<file path="src/ledbb_pkg.sv">
// shared types and constants for the led breathe and blink controller
package ledbb_pkg;

  localparam int ADDR_W = 4;
  localparam int DATA_W = 32;

  localparam int COUNT_W = 16;
  localparam int CODE_W  = 3;
  localparam int VALUE_W = 11;
  localparam int PEAK_W  = 10;
  localparam int STEP_W  = 8;
  localparam int SHIFT_W = 4;
  localparam int HALF_W  = 8;
  localparam int DUTY_W  = 15;
  localparam int SQ_W    = 2 * VALUE_W;

  localparam logic [DUTY_W-1:0] DUTY_MAX = {DUTY_W{1'b1}};

  // register indexes, taken from paddr[3:2]
  localparam logic [1:0] REG_STEP_SIZE        = 2'd0;
  localparam logic [1:0] REG_PEAK_LEVEL       = 2'd1;
  localparam logic [1:0] REG_EASE_SHIFT       = 2'd2;
  localparam logic [1:0] REG_BLINK_HALF_TICKS = 2'd3;

  localparam logic [STEP_W-1:0]  STEP_SIZE_RESET        = 8'd10;
  localparam logic [PEAK_W-1:0]  PEAK_LEVEL_RESET       = 10'd1000;
  localparam logic [SHIFT_W-1:0] EASE_SHIFT_RESET       = 4'd5;
  localparam logic [HALF_W-1:0]  BLINK_HALF_TICKS_RESET = 8'd25;

  // event codes
  localparam logic [CODE_W-1:0] EVT_OFF     = 3'd0;
  localparam logic [CODE_W-1:0] EVT_ON      = 3'd1;
  localparam logic [CODE_W-1:0] EVT_BREATHE = 3'd2;
  localparam logic [CODE_W-1:0] EVT_BLINK   = 3'd3;

  typedef enum logic [2:0] {
    MODE_OFF     = 3'b001,
    MODE_ON      = 3'b010,
    MODE_BREATHE = 3'b100
  } lasting_mode_t;

endpackage

</file>
<file path="src/ledbb_if.sv">
// item and result channel interfaces of the led breathe and blink controller
interface ledbb_item_if;
  import ledbb_pkg::*;
  logic               valid;
  logic               ready;
  logic               mode;
  logic [CODE_W-1:0]  event_code;
  logic [COUNT_W-1:0] blink_count;

  modport source (output valid, output mode, output event_code, output blink_count,
                  input ready);
  modport sink   (input valid, input mode, input event_code, input blink_count,
                  output ready);
endinterface

interface ledbb_result_if;
  import ledbb_pkg::*;
  logic              valid;
  logic              ready;
  logic              led_level;
  logic              pwm_enable;
  logic [DUTY_W-1:0] pwm_duty;
  logic              blink_active;
  logic              event_ignored;

  modport source (output valid, output led_level, output pwm_enable, output pwm_duty,
                  output blink_active, output event_ignored, input ready);
  modport sink   (input valid, input led_level, input pwm_enable, input pwm_duty,
                  input blink_active, input event_ignored, output ready);
endinterface

</file>
<file path="src/led_breathe_blink_controller_top.sv">
// Status LED controller with off, on and breathing modes and blink sequences.
// Every accepted item yields exactly one result. An item is registered at its
// transfer, evaluated against the mode state by one pass of logic (step, shift,
// one 11 by 11 squarer) and placed in the result register; a new item can be
// taken every cycle, and the input stalls only while the result register holds
// a result that is not taken. Configuration is written through the APB port at
// byte addresses 0, 4, 8, 12 (step_size, peak_level, ease_shift,
// blink_half_ticks) while the block is idle, a rule on the user that the block does not enforce.
module led_breathe_blink_controller_top (
  input  logic                         clk,
  input  logic                         rst,
  ledbb_item_if.sink                   item,
  ledbb_result_if.source               result,
  input  logic                         psel,
  input  logic                         penable,
  input  logic                         pwrite,
  input  logic [ledbb_pkg::ADDR_W-1:0] paddr,
  input  logic [ledbb_pkg::DATA_W-1:0] pwdata,
  output logic [ledbb_pkg::DATA_W-1:0] prdata,
  output logic                         pready
);
  import ledbb_pkg::*;

  // configuration registers
  logic [STEP_W-1:0]  step_size;
  logic [PEAK_W-1:0]  peak_level;
  logic [SHIFT_W-1:0] ease_shift;
  logic [HALF_W-1:0]  blink_half_ticks;

  logic [1:0] reg_index;
  assign reg_index = paddr[3:2];
  assign pready = 1'b1;

  always_ff @(posedge clk) begin
    if (rst) begin
      step_size        <= STEP_SIZE_RESET;
      peak_level       <= PEAK_LEVEL_RESET;
      ease_shift       <= EASE_SHIFT_RESET;
      blink_half_ticks <= BLINK_HALF_TICKS_RESET;
    end else if (psel && penable && pwrite && pready) begin
      case (reg_index)
        REG_STEP_SIZE:        step_size        <= pwdata[STEP_W-1:0];
        REG_PEAK_LEVEL:       peak_level       <= pwdata[PEAK_W-1:0];
        REG_EASE_SHIFT:       ease_shift       <= pwdata[SHIFT_W-1:0];
        REG_BLINK_HALF_TICKS: blink_half_ticks <= pwdata[HALF_W-1:0];
        default: ;
      endcase
    end
  end

  always_comb begin
    case (reg_index)
      REG_STEP_SIZE:        prdata = {{(DATA_W-STEP_W){1'b0}}, step_size};
      REG_PEAK_LEVEL:       prdata = {{(DATA_W-PEAK_W){1'b0}}, peak_level};
      REG_EASE_SHIFT:       prdata = {{(DATA_W-SHIFT_W){1'b0}}, ease_shift};
      REG_BLINK_HALF_TICKS: prdata = {{(DATA_W-HALF_W){1'b0}}, blink_half_ticks};
      default:              prdata = '0;
    endcase
  end

  // input register
  logic               in_valid;
  logic               in_mode;
  logic [CODE_W-1:0]  in_code;
  logic [COUNT_W-1:0] in_count;
  logic               advance;

  assign advance    = in_valid && (!result.valid || result.ready);
  assign item.ready = !in_valid || advance;

  always_ff @(posedge clk) begin
    if (rst) begin
      in_valid <= 1'b0;
    end else if (item.ready) begin
      in_valid <= item.valid;
    end
  end

  always_ff @(posedge clk) begin
    if (item.valid && item.ready) begin
      in_mode  <= item.mode;
      in_code  <= item.event_code;
      in_count <= item.blink_count;
    end
  end

  // mode state
  lasting_mode_t      lasting_mode, lasting_mode_next;
  logic [VALUE_W-1:0] breath_value, breath_value_next;
  logic               breath_down, breath_down_next;
  logic [COUNT_W-1:0] blinks_left, blinks_left_next;
  logic [HALF_W-1:0]  phase_ticks, phase_ticks_next;
  logic               blink_on_phase, blink_on_phase_next;
  logic               pin_level, pin_level_next;
  logic [DUTY_W-1:0]  duty_reg, duty_reg_next;
  logic               ignored;

  // breathing step
  logic               turn_down;
  logic [VALUE_W-1:0] step_ext;
  logic [VALUE_W-1:0] value_stepped;
  logic [VALUE_W-1:0] eased;
  logic [SQ_W-1:0]    square;
  logic [DUTY_W-1:0]  duty_sat;
  logic [HALF_W-1:0]  phase_inc;

  always_comb begin
    step_ext = {{(VALUE_W-STEP_W){1'b0}}, step_size};
    if (breath_value >= {{(VALUE_W-PEAK_W){1'b0}}, peak_level}) begin
      turn_down = 1'b1;
    end else if (breath_value == '0) begin
      turn_down = 1'b0;
    end else begin
      turn_down = breath_down;
    end
    if (turn_down) begin
      value_stepped = (breath_value > step_ext) ? breath_value - step_ext : '0;
    end else begin
      value_stepped = breath_value + step_ext;
    end
    eased    = value_stepped >> ease_shift;
    square   = {{(SQ_W-VALUE_W){1'b0}}, eased} * {{(SQ_W-VALUE_W){1'b0}}, eased};
    duty_sat = (square > {{(SQ_W-DUTY_W){1'b0}}, DUTY_MAX}) ? DUTY_MAX : square[DUTY_W-1:0];
    phase_inc = phase_ticks + 1'b1;
  end

  always_comb begin
    lasting_mode_next   = lasting_mode;
    breath_value_next   = breath_value;
    breath_down_next    = breath_down;
    blinks_left_next    = blinks_left;
    phase_ticks_next    = phase_ticks;
    blink_on_phase_next = blink_on_phase;
    pin_level_next      = pin_level;
    duty_reg_next       = duty_reg;
    ignored             = 1'b0;

    if (!in_mode) begin
      if (blinks_left != '0) begin
        if (phase_inc < blink_half_ticks) begin
          phase_ticks_next = phase_inc;
        end else begin
          phase_ticks_next = '0;
          if (blink_on_phase) begin
            blink_on_phase_next = 1'b0;
            pin_level_next      = 1'b0;
          end else begin
            blinks_left_next = blinks_left - 1'b1;
            if (blinks_left != {{(COUNT_W-1){1'b0}}, 1'b1}) begin
              blink_on_phase_next = 1'b1;
              pin_level_next      = 1'b1;
            end else begin
              pin_level_next = (lasting_mode == MODE_ON);
            end
          end
        end
      end else if (lasting_mode == MODE_BREATHE) begin
        breath_down_next  = turn_down;
        breath_value_next = value_stepped;
        duty_reg_next     = duty_sat;
      end
    end else if (blinks_left != '0) begin
      ignored = 1'b1;
    end else begin
      case (in_code)
        EVT_OFF: begin
          lasting_mode_next = MODE_OFF;
          pin_level_next    = 1'b0;
        end
        EVT_ON: begin
          lasting_mode_next = MODE_ON;
          pin_level_next    = 1'b1;
        end
        EVT_BREATHE: begin
          lasting_mode_next = MODE_BREATHE;
        end
        EVT_BLINK: begin
          if (in_count != '0) begin
            blinks_left_next    = in_count;
            phase_ticks_next    = '0;
            blink_on_phase_next = 1'b1;
            pin_level_next      = 1'b1;
          end
        end
        default: ;
      endcase
    end
  end

  always_ff @(posedge clk) begin
    if (rst) begin
      lasting_mode   <= MODE_BREATHE;
      breath_value   <= '0;
      breath_down    <= 1'b0;
      blinks_left    <= '0;
      phase_ticks    <= '0;
      blink_on_phase <= 1'b0;
      pin_level      <= 1'b0;
      duty_reg       <= '0;
    end else if (advance) begin
      lasting_mode   <= lasting_mode_next;
      breath_value   <= breath_value_next;
      breath_down    <= breath_down_next;
      blinks_left    <= blinks_left_next;
      phase_ticks    <= phase_ticks_next;
      blink_on_phase <= blink_on_phase_next;
      pin_level      <= pin_level_next;
      duty_reg       <= duty_reg_next;
    end
  end

  // result register
  logic pwm_on;
  assign pwm_on = (lasting_mode_next == MODE_BREATHE) && (blinks_left_next == '0);

  always_ff @(posedge clk) begin
    if (rst) begin
      result.valid <= 1'b0;
    end else if (advance) begin
      result.valid <= 1'b1;
    end else if (result.ready) begin
      result.valid <= 1'b0;
    end
  end

  always_ff @(posedge clk) begin
    if (advance) begin
      result.led_level     <= pwm_on ? 1'b0 : pin_level_next;
      result.pwm_enable    <= pwm_on;
      result.pwm_duty      <= duty_reg_next;
      result.blink_active  <= (blinks_left_next != '0);
      result.event_ignored <= ignored;
    end
  end

endmodule

</file>
<file path="src/flat_wrapper.sv">
// flat-port wrapper written by rule: the top's interface ports become plain ports
module led_breathe_blink_controller_top_flat import ledbb_pkg::*;
  (clk, rst, psel, penable, pwrite, paddr, pwdata, prdata, pready, item_valid, item_mode, item_event_code, item_blink_count, item_ready, result_valid, result_led_level, result_pwm_enable, result_pwm_duty, result_blink_active, result_event_ignored, result_ready);
  ledbb_item_if item_i ();
  ledbb_result_if result_i ();
  input  logic clk;
  input  logic rst;
  input  logic psel;
  input  logic penable;
  input  logic pwrite;
  input  logic [ledbb_pkg::ADDR_W-1:0] paddr;
  input  logic [ledbb_pkg::DATA_W-1:0] pwdata;
  output logic [ledbb_pkg::DATA_W-1:0] prdata;
  output logic pready;
  input wire logic [$bits(item_i.valid)-1:0] item_valid;
  input wire logic [$bits(item_i.mode)-1:0] item_mode;
  input wire logic [$bits(item_i.event_code)-1:0] item_event_code;
  input wire logic [$bits(item_i.blink_count)-1:0] item_blink_count;
  output wire logic [$bits(item_i.ready)-1:0] item_ready;
  output wire logic [$bits(result_i.valid)-1:0] result_valid;
  output wire logic [$bits(result_i.led_level)-1:0] result_led_level;
  output wire logic [$bits(result_i.pwm_enable)-1:0] result_pwm_enable;
  output wire logic [$bits(result_i.pwm_duty)-1:0] result_pwm_duty;
  output wire logic [$bits(result_i.blink_active)-1:0] result_blink_active;
  output wire logic [$bits(result_i.event_ignored)-1:0] result_event_ignored;
  input wire logic [$bits(result_i.ready)-1:0] result_ready;
  assign item_i.valid = item_valid;
  assign item_i.mode = item_mode;
  assign item_i.event_code = item_event_code;
  assign item_i.blink_count = item_blink_count;
  assign item_ready = item_i.ready;
  assign result_valid = result_i.valid;
  assign result_led_level = result_i.led_level;
  assign result_pwm_enable = result_i.pwm_enable;
  assign result_pwm_duty = result_i.pwm_duty;
  assign result_blink_active = result_i.blink_active;
  assign result_event_ignored = result_i.event_ignored;
  assign result_i.ready = result_ready;
  led_breathe_blink_controller_top u_core (.clk(clk), .rst(rst), .item(item_i), .result(result_i), .psel(psel), .penable(penable), .pwrite(pwrite), .paddr(paddr), .pwdata(pwdata), .prdata(prdata), .pready(pready));
endmodule
</file>
<file path="config.mk">
export PLATFORM = sky130hd
export DESIGN_NAME = led_breathe_blink_controller_top_flat
export DESIGN_NICKNAME = d
export VERILOG_FILES = /design/src/ledbb_pkg.sv /design/src/ledbb_if.sv /design/src/led_breathe_blink_controller_top.sv /design/src/flat_wrapper.sv
export SDC_FILE = /design/constraint.sdc
export NUM_CORES = 1
export LEC_CHECK = 0
export ABC_AREA = 1
export BUFFER_PORTS_ARGS = -buffer_cell sky130_fd_sc_hd__clkbuf_2
export CAP_MARGIN = 25
export CORE_ASPECT_RATIO = 0.8
export CORE_MARGIN = 5
export CORE_UTILIZATION = 61
export DETAILED_ROUTE_END_ITERATION = 6
export GPL_ROUTABILITY_DRIVEN = 0
export PLACE_DENSITY = 0.82
export SETUP_SLACK_MARGIN = 0.3
export SLEW_MARGIN = 15
export SYNTH_ARGS = -nofsm -noshare
export SYNTH_HDL_FRONTEND = slang
export SYNTH_SLANG_ARGS = --single-unit
</file>
<file path="constraint.sdc">
create_clock -name clk -period 9.49 [get_ports clk]
set_input_delay 0.949 -clock clk [delete_from_list [all_inputs] [get_ports clk]]
set_output_delay 0.949 -clock clk [all_outputs]
set_load 0.02 [all_outputs]
</file>
==> impl_metrics.py <==
metrics = {
    "global_route": {
        "grt_pass1_vias": 10152,
        "track_usage_pct": 25.8,
        "busiest_layer": "met2",
        "met3_usage_pct": 5.08,
        "antenna_found_initial": 0,
        "overflow": 0,
        "grt.met2_usage_pct": 40.6,
        "grtUsageMet1_pct": 36.5,
        "grt_pass1_wl_um": 48100,
        "grt_max_degree": 61,
    },
    "sta": {
        "relSlewSlack_pct": 31.0,
        "tns_ns": 0,
        "hold_viol_final": 0,
        "tightest_slew_ns": 1.03,
        "setup_viol": 0,
        "clock_skew_ns": 0.0162,
        "rsz0062_at_grt": "false",
        "min_period_ns": 8.57,
        "slew_viol_final": 0,
        "finalCritPeriodShare_pct": 90.3,
        "setup_slack_ns": 0.919,
        "fmax_ghz": 0.117,
    },
    "setup_path": {
        "reg2reg_slack_ns": 0.92,
        "cp_max_fo": 15,
        "end_kind": "register",
        "crit_slowest_cell": "fa_1",
        "r2r-start": "u_core.breath_value[9]",
        "worst_path_most_repeated_cell": "inv_1",
        "startpoint_type": "register",
        "worstReg2RegEnd": "u_core.result.pwm_duty[10]",
        "reg2reg_depth": 35,
        "cp.required_ns": 9.67,
        "critPathMaxStageDelay_ns": 0.54,
        "path_class": "register to register",
        "arrival_ns": 8.76,
    },
    "synth": {
        "avgSynthCellArea_um2": 7.16,
        "yosys_most_used_dff": "dfxtp_1",
        "synth_cells": 1673,
        "synth_top_area_share_pct": 14.7,
        "ys_seq_area_share_pct": 24.5,
        "yosys.area_share.simple_pct": 25.0,
        "synth-edff-count": 39,
        "synthArstFlopShare_pct": 0,
        "synthTopCellsByArea": "dfxtp_1 15%, fa_1 11%, nand2_1 10%",
        "synth_warnings": 0,
        "synth_top_family_by_area": "simple AND/OR/NAND/NOR gates",
        "synth-compound-area-share_pct": 14.2,
        "synth_cell_types": 57,
        "synth_area_um2": 12000,
        "synthMuxAreaShare_pct": 0,
        "synth_xor_area_share_pct": 3.00,
        "ys_seq_elements": 127,
        "synth-adder-area-share_pct": 20.3,
        "synth_top_area_cell": "dfxtp_1",
    },
    "floorplanning": {
        "num_rows": 45,
        "dieHeight_um": 135,
        "die_x_um": 167,
        "start_util_pct": 62.6,
        "ios": 117,
        "dieArea_um2": 22600,
        "core_um2": 19100,
    },
    "detailed_routing": {
        "antenna_left": 0,
        "drtPass1Iterations": 5,
        "routed_via_density": 5.52,
        "drc": 0,
        "via_count": 10984,
        "post_drt_wl_per_cell_um": 14.7,
        "drt_iter0_markers": 1044,
        "drt_wl_total_um": 29200,
    },
    "clock_network": {
        "h-tree-depth": 4,
        "cts_made_buffers": 17,
        "cts_setup_buffers": 0,
        "clk_pin_slew_ns": 0.06,
        "clk_latency_ns": 0.43,
        "clkSinkCount": 127,
        "cts_tree": "done",
        "cts_root_buffer": "clkbuf_16",
        "clock_path_buffers": 2,
    },
    "cells_and_area": {
        "fill_cells": 1617,
        "drive_gt1_share_pct": 12.4,
        "final_nets": 1936,
        "top_regs": "u_core.blinks_left: 16 flops, u_core.in_count: 16 flops",
        "fin_cells": 1989,
        "final_area_um2": 13000,
        "antenna-diode-count": 0,
        "area_growth_syn_to_layout_pct": 8.24,
    },
    "min_path": {
        "hp-start": "u_core.blink_half_ticks[1]",
        "worstHoldPathType": "register to register",
        "hold_path_depth": 2,
        "hold_end": "u_core.blink_half_ticks[1]",
    },
    "place": {
        "port_buffers": 69,
        "dp_hpwl_um": 22300,
        "post_dp_cell_area_um2": 12400,
        "post-place-ws_ns": 1.06,
        "place_inst": 1956,
    },
    "power_and_ir_drop": {
        "power_density_nw_per_um2": 121,
        "power_leakage_uw": 0.00666,
        "power.total_uw": 1560,
        "ir_drop_mv": 0.112,
    },
    "run": {
        "cap_violations": 0,
    },
    "outcome": {
        "status": "finished clean",
    },
}
[placed cells by master (no fill, tap or decap), types with 6 or more instances in the layout]
master / count
a31oi_1: 7
a21oi_2: 9
fa_1: 65
a21oi_1: 103
ha_1: 90
inv_2: 18
nand4_1: 15
nand3_1: 92
nor2_1: 150
nand3_2: 6
dfxtp_1: 88
xor2_1: 27
clkbuf_2: 69
nand2_2: 30
o21ai_1: 6
nor2_2: 11
edfxtp_1: 39
nor2_4: 9
conb_1: 23
xnor2_1: 14
clkbuf_16: 19
nor3_1: 14
o21ai_0: 116
or2_2: 15
o211ai_1: 18
inv_1: 288
nand2_1: 321
[cell families after synthesis]
family	count (synthesis)
AND/OR/NAND/NOR	673
buffers and inverters	378
AO/OA/AOI/OAI	297
adder cells (fa/ha/maj)	155
flip-flops	127
XOR/XNOR	41
other	2
[through the flow]
step	hold WS (ns)	util (%)
finish	0.496	67.7
floorplan	0.448	-
global route	0.516	67.7
detailed placement	0.489	64.5
CTS	0.495	67.6
global placement	0.483	64.5
[timing repair]
item                                    CTS  global route
endpoints found under the setup margin    0             7
gates resized for setup                   0             1
hold buffers                              0             0
[cells in the mapped netlist, types with 11 or more instances]
master and number:
a21oi_1 103, buf_4 28, clkbuf_1 31, dfxtp_1 88, edfxtp_1 39, fa_1 65
ha_1 90, inv_1 289, inv_2 17, nand2_1 321, nand2_2 30, nand3_1 92
nand4_1 15, nor2_1 150, nor2_2 11, nor3_1 14, o211ai_1 18, o21ai_0 116
or2_2 15, xnor2_1 14, xor2_1 27
[layout make-up]
type                       instances  area, um^2  share of cell area (%)
multi-input combinational       1189        7560                    58.3
timing repair buffer              73         388                    2.99
inverter                         310        1170                    8.99
clock buffer                      20         479                    3.70
sequential                       127        2930                    22.6
tap                              258         323                    2.49
clock inverter                    12         119                   0.917
[worst max path at each step]
stage | start | end | slack (ns) | cells past startpoint
floorplan | u_core.breath_value[0] | u_core.result.pwm_duty[0] | 2.38 | 43
global placement | u_core.breath_value[9] | u_core.result.pwm_duty[14] | 1.18 | 35
detailed placement | u_core.step_size[0] | u_core.result.pwm_duty[14] | 1.06 | 39
CTS | u_core.step_size[0] | u_core.result.pwm_duty[10] | 0.95 | 39
global route | u_core.peak_level[4] | u_core.result.pwm_duty[10] | 0.41 | 36
finish | u_core.breath_value[9] | u_core.result.pwm_duty[10] | 0.92 | 35
[critical path, delay by kind of cell (launching register included)]
family | cells | cell delay (ns)
DFF | 1 | 0.50
adders and majority gates | 7 | 3.25
and+or+nand+nor | 14 | 2.53
buffers and inverters | 9 | 0.69
AOI/OAI and AO/OA | 5 | 1.34
[metal layers]
| metal | vias to the layer above | wire, um |
|---|---|---|
| li1 | 5382 | - |
| met2 | 513 | 12800 |
| met3 | 49 | 2900 |
| met5 | - | 0 |
| met4 | 0 | 590 |
| met1 | 5040 | 12900 |
[power by group]
group	leakage [uW]	internal (uW)	switching, uW	total [uW]
registers	0.00109	591	21.0	612
clock network	0.000290	397	265	662
logic	0.00528	92.2	199	291
No activity file was read; power rests on OpenSTA's default activity.
